==> config.mk <==
export PLATFORM = sky130hd
export DESIGN_NAME = mouse_double_click_qualifier
export DESIGN_NICKNAME = d
export VERILOG_FILES = /design/src/hdl/mdcq_pkg.sv /design/src/hdl/mdcq_cfg.sv /design/src/hdl/mdcq_eval.sv /design/src/hdl/mdcq_resq.sv /design/src/hdl/mouse_double_click_qualifier.sv
export SDC_FILE = /design/constraint.sdc
export NUM_CORES = 2
export LEC_CHECK = 0
export ABC_AREA = 1
export BUFFER_PORTS_ARGS = -buffer_cell sky130_fd_sc_hd__buf_2
export CORE_UTILIZATION = 45
export CTS_BUF_LIST = sky130_fd_sc_hd__clkbuf_8
export DETAILED_ROUTE_END_ITERATION = 6
export PLACE_DENSITY = 0.68
export SYNTH_ARGS = -nofsm -noshare
export SYNTH_HDL_FRONTEND = slang
export SYNTH_HIERARCHICAL = 1
export SYNTH_SLANG_ARGS = --single-unit
==> constraint.sdc <==
create_clock -name clk -period 13.2 [get_ports clk]
set_input_delay 2.64 -clock clk [delete_from_list [all_inputs] [get_ports clk]]
set_output_delay 2.64 -clock clk [all_outputs]
set_load 0.01 [all_outputs]
==> src/hdl/mdcq_pkg.sv <==
// Shared types and constants for the mouse double-click qualifier.
`default_nettype none

package mdcq_pkg;

    localparam int BUTTONS      = 3;
    localparam int DELAY_FACTOR = 5;
    localparam int SLOTS        = 2 * BUTTONS + 1;
    localparam int CFG_IDX_W    = 3;
    localparam int CFG_DATA_W   = 16;

    typedef enum logic [CFG_IDX_W-1:0] {
        CFG_DOUBLE_ENABLE  = 3'd0,
        CFG_ALT_DOUBLE     = 3'd1,
        CFG_CLICK_TIME     = 3'd2,
        CFG_CLICK_DELAY    = 3'd3,
        CFG_MOVE_TOLERANCE = 3'd4
    } cfg_idx_t;

    localparam logic [15:0] MOVE_TOL_RESET = 16'd5;

    typedef struct packed {
        logic [BUTTONS-1:0] double_enable;
        logic               alt_double;
        logic [15:0]        click_time;
        logic [15:0]        click_delay;
        logic [15:0]        move_tolerance;
    } cfg_t;

    typedef struct packed {
        logic               mode;
        logic signed [15:0] pos_x;
        logic signed [15:0] pos_y;
        logic [31:0]        stamp;
        logic [BUTTONS-1:0] press_bits;
        logic [BUTTONS-1:0] release_bits;
        logic [BUTTONS-1:0] double_bits;
        logic [7:0]         held_buttons;
        logic               alt_down;
    } in_item_t;

    typedef struct packed {
        logic signed [15:0] out_x;
        logic signed [15:0] out_y;
        logic [31:0]        out_stamp;
        logic [BUTTONS-1:0] out_press;
        logic [BUTTONS-1:0] out_release;
        logic [BUTTONS-1:0] out_double;
        logic [7:0]         out_held;
        logic               last;
    } out_item_t;

    // one event held back or sent on
    typedef struct packed {
        logic signed [15:0] pos_x;
        logic signed [15:0] pos_y;
        logic [31:0]        stamp;
        logic [BUTTONS-1:0] press_bits;
        logic [BUTTONS-1:0] rel_bits;
        logic [BUTTONS-1:0] dbl_bits;
        logic [7:0]         held;
    } kept_t;

endpackage

`default_nettype wire

==> src/hdl/mdcq_cfg.sv <==
// Configuration register file for the double-click qualifier.
`default_nettype none

module mdcq_cfg (
    input  wire logic                               clk,
    input  wire logic                               rst_n,
    input  wire logic                               cfg_valid,
    output logic                                    cfg_ready,
    input  wire logic [mdcq_pkg::CFG_IDX_W-1:0]     cfg_index,
    input  wire logic [mdcq_pkg::CFG_DATA_W-1:0]    cfg_data,
    output mdcq_pkg::cfg_t                          cfg
);

    mdcq_pkg::cfg_t cfg_reg;

    assign cfg_ready = 1'b1;
    assign cfg       = cfg_reg;

    always_ff @(posedge clk or negedge rst_n)
    begin
        if (!rst_n)
        begin
            cfg_reg.double_enable  <= '0;
            cfg_reg.alt_double     <= 1'b0;
            cfg_reg.click_time     <= '0;
            cfg_reg.click_delay    <= '0;
            cfg_reg.move_tolerance <= mdcq_pkg::MOVE_TOL_RESET;
        end
        else if (cfg_valid && cfg_ready)
        begin
            case (cfg_index)
                mdcq_pkg::CFG_DOUBLE_ENABLE:
                    cfg_reg.double_enable <= cfg_data[mdcq_pkg::BUTTONS-1:0];
                mdcq_pkg::CFG_ALT_DOUBLE:
                    cfg_reg.alt_double <= cfg_data[0];
                mdcq_pkg::CFG_CLICK_TIME:
                    cfg_reg.click_time <= cfg_data;
                mdcq_pkg::CFG_CLICK_DELAY:
                    cfg_reg.click_delay <= cfg_data;
                mdcq_pkg::CFG_MOVE_TOLERANCE:
                    cfg_reg.move_tolerance <= cfg_data;
                default:
                    ;
            endcase
        end
    end

endmodule

`default_nettype wire

==> src/hdl/mdcq_eval.sv <==
// Input register, per-button click slots and the flush and event passes over one event.
`default_nettype none

module mdcq_eval (
    input  wire logic                               clk,
    input  wire logic                               rst_n,
    input  wire mdcq_pkg::cfg_t                     cfg,
    input  wire logic                               in_valid,
    output logic                                    in_stall,
    input  wire mdcq_pkg::in_item_t                 in_data,
    input  wire logic                               can_load,
    output logic                                    load,
    output logic [mdcq_pkg::SLOTS-1:0]              load_mask,
    output mdcq_pkg::kept_t [mdcq_pkg::SLOTS-1:0]   load_data
);

    typedef enum logic [1:0] {
        ST_EMPTY = 2'd0,
        ST_HELD  = 2'd1,
        ST_SENT  = 2'd2
    } slot_st_t;

    localparam int NB = mdcq_pkg::BUTTONS;

    logic                in_reg_valid;
    mdcq_pkg::in_item_t  in_reg;
    logic                accept;

    slot_st_t            pst_reg  [NB];
    slot_st_t            pst_next [NB];
    slot_st_t            rst_reg  [NB];
    slot_st_t            rst_next [NB];
    mdcq_pkg::kept_t     pkept_reg  [NB];
    mdcq_pkg::kept_t     pkept_next [NB];
    mdcq_pkg::kept_t     rkept_reg  [NB];
    mdcq_pkg::kept_t     rkept_next [NB];

    logic [16:0]         dx_w  [NB];
    logic [16:0]         dy_w  [NB];
    logic [16:0]         mx_w  [NB];
    logic [16:0]         my_w  [NB];
    logic [31:0]         page_w [NB];
    logic [31:0]         rage_w [NB];
    logic [NB-1:0]       moved_w;
    logic [NB-1:0]       pdue_w;
    logic [NB-1:0]       rdue_w;
    logic [31:0]         delay_lim;

    logic [NB-1:0]       pr_w;
    logic [NB-1:0]       db_w;
    logic                eaten_w;
    mdcq_pkg::kept_t     cur_w;

    assign accept   = in_valid && !in_stall;
    assign in_stall = in_reg_valid && !can_load;
    assign load     = in_reg_valid && can_load;

    always_ff @(posedge clk or negedge rst_n)
    begin
        if (!rst_n)
        begin
            in_reg_valid <= 1'b0;
        end
        else if (accept)
        begin
            in_reg_valid <= 1'b1;
        end
        else if (load)
        begin
            in_reg_valid <= 1'b0;
        end
    end

    always_ff @(posedge clk)
    begin
        if (accept)
        begin
            in_reg <= in_data;
        end
    end

    // 5 * click_delay, at most 19 bits
    assign delay_lim = 32'({cfg.click_delay, 2'b00}) + 32'(cfg.click_delay);

    always_comb
    begin
        for (int i = 0; i < NB; i++)
        begin
            dx_w[i] = {in_reg.pos_x[15], in_reg.pos_x} -
                      {pkept_reg[i].pos_x[15], pkept_reg[i].pos_x};
            dy_w[i] = {in_reg.pos_y[15], in_reg.pos_y} -
                      {pkept_reg[i].pos_y[15], pkept_reg[i].pos_y};
            mx_w[i] = dx_w[i][16] ? (~dx_w[i] + 17'd1) : dx_w[i];
            my_w[i] = dy_w[i][16] ? (~dy_w[i] + 17'd1) : dy_w[i];
            moved_w[i] = (mx_w[i] > {1'b0, cfg.move_tolerance}) ||
                         (my_w[i] > {1'b0, cfg.move_tolerance});
            page_w[i] = in_reg.stamp - pkept_reg[i].stamp;
            rage_w[i] = in_reg.stamp - rkept_reg[i].stamp;
            pdue_w[i] = moved_w[i] || (page_w[i] >= delay_lim);
            rdue_w[i] = moved_w[i] || (rage_w[i] >= 32'(cfg.click_time));
        end
    end

    always_comb
    begin
        pst_next   = pst_reg;
        rst_next   = rst_reg;
        pkept_next = pkept_reg;
        rkept_next = rkept_reg;
        load_mask  = '0;
        pr_w       = in_reg.press_bits;
        db_w       = in_reg.double_bits;
        eaten_w    = 1'b0;

        // flush pass: buttons are independent here
        for (int i = 0; i < NB; i++)
        begin
            load_data[2*i]   = pkept_reg[i];
            load_data[2*i+1] = rkept_reg[i];
            if (cfg.double_enable[i] && pst_reg[i] != ST_EMPTY)
            begin
                if (pdue_w[i])
                begin
                    if (pst_reg[i] == ST_HELD)
                    begin
                        pst_next[i]    = ST_SENT;
                        load_mask[2*i] = 1'b1;
                    end
                    if (rst_reg[i] == ST_HELD)
                    begin
                        rst_next[i]      = ST_SENT;
                        load_mask[2*i+1] = 1'b1;
                    end
                end
                if (rst_reg[i] != ST_EMPTY && rdue_w[i])
                begin
                    pst_next[i] = ST_EMPTY;
                    rst_next[i] = ST_EMPTY;
                end
            end
        end

        // event pass: kept records see bits already changed by lower buttons
        if (!in_reg.mode)
        begin
            for (int i = 0; i < NB; i++)
            begin
                if (cfg.double_enable[i])
                begin
                    if (cfg.alt_double && in_reg.alt_down && pr_w[i])
                    begin
                        pr_w[i] = 1'b0;
                        db_w[i] = 1'b1;
                    end
                    else if (pst_next[i] != ST_EMPTY)
                    begin
                        if (pr_w[i])
                        begin
                            pr_w[i]     = 1'b0;
                            db_w[i]     = 1'b1;
                            pst_next[i] = ST_EMPTY;
                            rst_next[i] = ST_EMPTY;
                        end
                        if (in_reg.release_bits[i])
                        begin
                            rst_next[i] = ST_HELD;
                            rkept_next[i] = '{pos_x: in_reg.pos_x, pos_y: in_reg.pos_y,
                                              stamp: in_reg.stamp, press_bits: pr_w,
                                              rel_bits: in_reg.release_bits,
                                              dbl_bits: db_w, held: in_reg.held_buttons};
                            eaten_w = 1'b1;
                        end
                    end
                    else if (pr_w[i])
                    begin
                        pst_next[i] = ST_HELD;
                        pkept_next[i] = '{pos_x: in_reg.pos_x, pos_y: in_reg.pos_y,
                                          stamp: in_reg.stamp, press_bits: pr_w,
                                          rel_bits: in_reg.release_bits,
                                          dbl_bits: db_w, held: in_reg.held_buttons};
                        eaten_w = 1'b1;
                    end
                end
            end
        end

        cur_w = '{pos_x: in_reg.pos_x, pos_y: in_reg.pos_y, stamp: in_reg.stamp,
                  press_bits: pr_w, rel_bits: in_reg.release_bits,
                  dbl_bits: db_w, held: in_reg.held_buttons};
        load_data[mdcq_pkg::SLOTS-1] = cur_w;
        load_mask[mdcq_pkg::SLOTS-1] = !in_reg.mode && !eaten_w;
    end

    always_ff @(posedge clk or negedge rst_n)
    begin
        if (!rst_n)
        begin
            for (int i = 0; i < NB; i++)
            begin
                pst_reg[i] <= ST_EMPTY;
                rst_reg[i] <= ST_EMPTY;
            end
        end
        else if (load)
        begin
            pst_reg <= pst_next;
            rst_reg <= rst_next;
        end
    end

    always_ff @(posedge clk)
    begin
        if (load)
        begin
            pkept_reg <= pkept_next;
            rkept_reg <= rkept_next;
        end
    end

endmodule

`default_nettype wire

==> src/hdl/mdcq_resq.sv <==
// Result slots of one event, sent lowest slot first, one beat a cycle while out_stall is low.
`default_nettype none

module mdcq_resq (
    input  wire logic                               clk,
    input  wire logic                               rst_n,
    input  wire logic                               load,
    input  wire logic [mdcq_pkg::SLOTS-1:0]         load_mask,
    input  wire mdcq_pkg::kept_t [mdcq_pkg::SLOTS-1:0] load_data,
    output logic                                    can_load,
    output logic                                    out_valid,
    input  wire logic                               out_stall,
    output mdcq_pkg::out_item_t                     out_data
);

    localparam int NS = mdcq_pkg::SLOTS;

    logic [NS-1:0]                   mask_reg;
    logic [NS-1:0]                   mask_next;
    mdcq_pkg::kept_t [NS-1:0]        data_reg;
    logic [NS-1:0]                   head;
    logic [NS-1:0]                   remain;
    logic                            take;
    mdcq_pkg::kept_t                 sel;

    assign head      = mask_reg & (~mask_reg + NS'(1));
    assign out_valid = |mask_reg;
    assign take      = out_valid && !out_stall;
    assign remain    = take ? (mask_reg & ~head) : mask_reg;
    assign can_load  = (remain == '0);
    assign mask_next = load ? load_mask : remain;

    always_comb
    begin
        sel = '0;
        for (int s = 0; s < NS; s++)
        begin
            if (head[s])
            begin
                sel = sel | data_reg[s];
            end
        end
    end

    always_comb
    begin
        out_data.out_x       = sel.pos_x;
        out_data.out_y       = sel.pos_y;
        out_data.out_stamp   = sel.stamp;
        out_data.out_press   = sel.press_bits;
        out_data.out_release = sel.rel_bits;
        out_data.out_double  = sel.dbl_bits;
        out_data.out_held    = sel.held;
        out_data.last        = ((mask_reg & ~head) == '0);
    end

    always_ff @(posedge clk or negedge rst_n)
    begin
        if (!rst_n)
        begin
            mask_reg <= '0;
        end
        else
        begin
            mask_reg <= mask_next;
        end
    end

    always_ff @(posedge clk)
    begin
        if (load)
        begin
            data_reg <= load_data;
        end
    end

endmodule

`default_nettype wire

==> src/hdl/mouse_double_click_qualifier.sv <==
// Mouse double-click qualifier: top level.
// Path: an event goes into the input register, then to the result slots once free.
// Throughput: an event with N results (0 to 7) sends them in turn on the single
// result port; events giving at most one result each go through one per cycle while
// out_stall is low. Reset: slot status and configuration take their defaults
// at once; kept event payload is not reset and is only read once its slot has been filled.
`default_nettype none

module mouse_double_click_qualifier (
    input  wire logic                               clk,
    input  wire logic                               rst_n,
    input  wire logic                               in_valid,
    output logic                                    in_stall,
    input  wire mdcq_pkg::in_item_t                 in_data,
    output logic                                    out_valid,
    input  wire logic                               out_stall,
    output mdcq_pkg::out_item_t                     out_data,
    input  wire logic                               cfg_valid,
    output logic                                    cfg_ready,
    input  wire logic [mdcq_pkg::CFG_IDX_W-1:0]     cfg_index,
    input  wire logic [mdcq_pkg::CFG_DATA_W-1:0]    cfg_data
);

    mdcq_pkg::cfg_t                              cfg;
    logic                                        can_load;
    logic                                        load;
    logic [mdcq_pkg::SLOTS-1:0]                  load_mask;
    mdcq_pkg::kept_t [mdcq_pkg::SLOTS-1:0]       load_data;

    mdcq_cfg u_cfg (
        .clk       (clk),
        .rst_n     (rst_n),
        .cfg_valid (cfg_valid),
        .cfg_ready (cfg_ready),
        .cfg_index (cfg_index),
        .cfg_data  (cfg_data),
        .cfg       (cfg)
    );

    mdcq_eval u_eval (
        .clk       (clk),
        .rst_n     (rst_n),
        .cfg       (cfg),
        .in_valid  (in_valid),
        .in_stall  (in_stall),
        .in_data   (in_data),
        .can_load  (can_load),
        .load      (load),
        .load_mask (load_mask),
        .load_data (load_data)
    );

    mdcq_resq u_resq (
        .clk       (clk),
        .rst_n     (rst_n),
        .load      (load),
        .load_mask (load_mask),
        .load_data (load_data),
        .can_load  (can_load),
        .out_valid (out_valid),
        .out_stall (out_stall),
        .out_data  (out_data)
    );

endmodule

`default_nettype wire

# Word-level counts from Yosys, hierarchy flattened

Cells that the tools add are included.

Add/sub/neg operators: 20
Magnitude comparators: 12
Eq/ne operators: 10
Multiplexer cells: 124
Bitwise operators: 23
Reductions and logical operators: 54

Operators with widths:

| kind                    | count |
|---|---|
| $mux W81                | 7 |
| $or A81 B81 Y81         | 6 |
| $sub A32 B32 Y32        | 6 |
| $mux W2                 | 60 |
| $add A17 B1 Y17 const B | 6 |
| $gt A17 B16 Y1          | 6 |
| $mux W17                | 6 |
| $not A17 Y17            | 6 |
| $sub A16 B16 Y17        | 6 |
| $ge A32 B16 Y1          | 3 |
| $ge A32 B32 Y1          | 3 |
| $mux W1                 | 45 |
| $reduce_and A6 Y1       | 6 |
| $reduce_bool A2 Y1      | 10 |
| $add A18 B16 Y19        | 1 |
| $logic_and A1 B1 Y1     | 15 |
| $and A7 B7 Y7           | 2 |
| $logic_not A7 Y1        | 2 |
| $mux W7                 | 2 |
| $not A7 Y7              | 2 |
| $eq A2 B1 Y1 const B    | 6 |
| $mux W6                 | 2 |
| $reduce_and A2 Y1       | 5 |
| $logic_or A1 B1 Y1      | 9 |
| other kinds (9)         | 21 |

Register bits: 1190
Input port bits: 107
Output and inout port bits: 85
Logic and storage cells: 356

# Longest topological paths before layout

Word-level depth: 26
Mapped depth: 46

# Hierarchy

The synthesis kept the hierarchy.

Modules (own cells, without submodules):

| module    | times used | cells an instance | area each (um^2) | seq. area each (um^2) |
|---|---|---|---|---|
| mdcq_eval | 1          | 5572              | 44418.9          | 17141.4 |
| mdcq_resq | 1          | 1407              | 21207.8          | 17201.5 |
| mdcq_cfg  | 1          | 239               | 2130.8           | 1303.8 |

# Worst setup path before layout

Ideal clock, no wire load.

Path kind: input-to-reg
Start point: in out_stall
End point: reg u_eval.rkept_reg, in the netlist u_eval/load_data[100], enable pin
Setup time: 431 ps
Arrival: 12404 ps
Slack: 365 ps
Stages on the path: 10
Buffers on the path: 1
Cell sequence: inv_1 -> o21ai_0 -> nand2_1 -> nand4_1 -> nor2_1 -> nand2_1 -> inv_1 -> buf_2 -> nand4_1 -> inv_1

Cells in the longest elaborated chain, start to end: 6

Ends and longest elaborated chain:

| element                            | line                               | source |
|---|---|---|
| start: declaration                 | mouse_double_click_qualifier.sv:16 | `input wire logic out_stall,` |
| $logic_not A1 Y1                   | mdcq_resq.sv:28                    | `assign take = out_valid && !out_stall;` |
| $logic_and A1 B1 Y1                | mdcq_resq.sv:28                    |  |
| $mux W7                            | mdcq_resq.sv:29                    | `assign remain = take ? (mask_reg & ~head) : mask_reg;` |
| $logic_not A7 Y1                   | mdcq_resq.sv:30                    | `assign can_load = (remain == '0);` |
| named net can_load                 | mouse_double_click_qualifier.sv:25 | `logic can_load;` |
| $logic_and A1 B1 Y1                | mdcq_eval.sv:56                    | `assign load = in_reg_valid && can_load;` |
| named net load                     | mouse_double_click_qualifier.sv:26 | `logic load;` |
| $reduce_and A6 Y1 (no source line) | --                                 |  |
| end signal: assignment             | mdcq_eval.sv:216                   | `rkept_reg <= rkept_next;` |
| end: declaration                   | mdcq_eval.sv:35                    | `mdcq_pkg::kept_t rkept_reg [NB];` |

The timed path passes the listed nets, and every way through them passes these cells.
A chain may end at the register's enable or synchronous reset.

==> flow_summary.ini <==
[power]
cellLeakagePower_nw = 33.13
p_per_area_mw_per_mm2 = 240.5
finalPower_w = 0.01795
vdd_drop_max_mv = 0.3079

[cells_and_area]
final_cell_mix = nand2_1, edfxtp_1, inv_1
nNetsFinal = 8128
largest_reg_flops = 567
stdcell_count = 9678
drive_gt1_share_pct = 8.096
areaGrowthSynthToFinish_pct = 10.14
mostFrequentLayoutCell = nand2_1

[clock_tree]
cts_max_level = 4
post_cts_buffers = 0
cts_resized = 0
postCtsHoldBufs = 0
cts.sinks = 1199
cts.path.max_buffers = 3
clk_root_buffer_cell = clkbuf_8
cts.reportedPaths.clkPinSlew_ns = 0.07
cts_buffers = 195
clk_latency_ns = 0.98
cts_tree = done

[worst_setup_path]
cp-endpoint = out_data[38]
critPathKind = reg -> out
r2r_setup_slack_ns = 5.51
path_delay_family = buffers and inverters
crit_path_start_kind = flop
r2r_end = u_eval/load_data[152]$_DFFE_PP_
end_kind = primary output
critical_path_depth = 11
startpoint = u_resq/mask_reg[1]$_DFF_PN0_
path_max_fanout = 39
crit-reg2reg-launch = u_eval/load_data[535]$_DFFE_PP_
cp_cell_sequence = buf_4, inv_2, nand2_2, nor2_4, nand2_1, nor2_4, buf_4, buf_4, a22oi_1, nand3_1, buf_2
cp.buffers_inverters = 5
arrival_ns = 5.14
r2r_cells = 36
critPathSlowestCell = dfrtp_4
crit_required_ns = 10.56
cpMostUsedCell = buf_4
slowest_delay_ns = 0.69

[outcome]
outcome = complete, but fails checks
violations = design-rule violations

[synthesis]
yosys-top-cells-area = edfxtp_1, nand2_1, ha_1
yosys.area.top_type = edfxtp_1
ys_ff_latch = 1199
yosys_warnings = 6
syn_inst = 7218
synthArstFlopShare_pct = 6.005
yosysSeqAreaShare_pct = 52.61
avgSynthCellArea_um2 = 9.387
synth_top_area_share_pct = 49.95
synth_area_mm2 = 0.06776
ys_types = 60
synth_edf_count = 1127
ys.flop_type = edfxtp_1

[die]
fp.dieH_um = 390.0
die_area_mm2 = 0.1521
initial_core_util_pct = 45.29
num_io_pins = 192
core_area_mm2 = 0.1496
die_x_um = 390.0
row_count = 142

[timing]
layout_setup_ws_ns = 5.418
tightest_slew_ns = 1.345
final_hold_viol_count = 0
max_freq_mhz = 128.5
period_share_pct = 58.96
fin_tns_setup_ns = 0
drv_slew = 0
max_slew_margin_pct = 9.768
skew_ns = 0.06912
period_minus_slack_ns = 7.782
rsz0062_at_grt = false
setup_violations = 0

[worst_hold_path]
min_path_type = reg -> reg
whs_path_depth = 0

[global_routing]
overflow = 0
first_global_vias = 50130
antenna_found_initial = 21
grt_usage_pct = 28.08
grt_max_degree = 180
grt_pass1_wl_um = 315900

[detailed_routing]
first_pass_iters = 7
postRouteAntennaNets = 0
wl_per_cell_um = 22.44
vias = 53030
drt-total-wl_um = 217200
first_iter_violations = 5885
via_per_inst = 5.479
drc = 3

[placed_design]
gp_congestion = 0.9856
place_ws_ns = 5.624
dp_hpwl_um = 159500
port_buffers = 190
dp.cells = 9324

[run]
maxCapViolations = 0
==> stage by stage <==
stage	util, %	hold slack (ns)	instance area (um^2)
2_1_floorplan	-	0.4003	67780
3_3_place_gp	47.31	0.4001	70780
3_5_place_dp	47.31	0.4045	70780
4_1_cts	49.88	0.3831	74620
5_1_grt	49.88	0.3912	74620
6_report	49.89	0.3881	74630
==> Yosys cell counts (79+ instances only) <==
cell type and count:
a21oi_1 456, a22oi_1 82, buf_4 90, edfxtp_1 1127, ha_1 503, inv_1 976, nand2_1 1817, nand3_1 602
nand4_1 79, nor2_1 528, o21ai_0 172, xor2_1 182
==> kinds of logic (layout without fill, tap and decap cells) <==
kind of cell             count (synthesis)  in the layout  synth area share, %
AND/OR/NAND/NOR                       3214           3214                20.04
buffers and inverters                 1167           1600                7.089
XOR/XNOR                               248            248                3.283
adder cells (fa/ha/maj)                517            517                9.687
other                                    3             14              0.01662
flip-flops                            1199           1199                52.61
AO/OA/AOI/OAI                          870            870                7.274
==> worst min path at each step <==
stage,slack [ns],start,end
2_1_floorplan,0.40,u_eval/load_data[0]$_DFFE_PP_,u_resq/data_reg[0]$_DFFE_PP_
3_3_place_gp,0.40,u_eval/load_data[478]$_DFFE_PP_,u_resq/data_reg[478]$_DFFE_PP_
3_5_place_dp,0.40,u_eval/load_data[10]$_DFFE_PP_,u_resq/data_reg[10]$_DFFE_PP_
4_1_cts,0.38,u_eval/load_data[162]$_DFFE_PP_,u_resq/data_reg[162]$_DFFE_PP_
5_1_grt,0.39,u_eval/load_data[162]$_DFFE_PP_,u_resq/data_reg[162]$_DFFE_PP_
6_report,0.39,u_eval/load_data[162]$_DFFE_PP_,u_resq/data_reg[162]$_DFFE_PP_
==> area by class of cell <==
class,count,area (um^2)
antenna,4,10.01
clock buffer,196,2698
clock inverter,154,1142
fill,13820,74970
inverter,991,3736
multi-input combinational,4859,27380
sequential,1199,35660
tap,2016,2522
timing repair buffer,259,1484
==> metal layers <==
layer  wire, um  up-vias  track usage, %
li1           -    24890               -
met1      94110    25340           39.80
met2      96280     2412           43.33
met3      20160      358           5.398
met4       6473       22           8.891
met5        136        -               0
==> power by group <==
part           total, W  internal, W  switching [W]
Clock           0.00321      0.00163        0.00158
Sequential      0.00637      0.00581       0.000566
Combinational   0.00837      0.00254        0.00582
No activity file was read; power rests on OpenSTA's default activity.
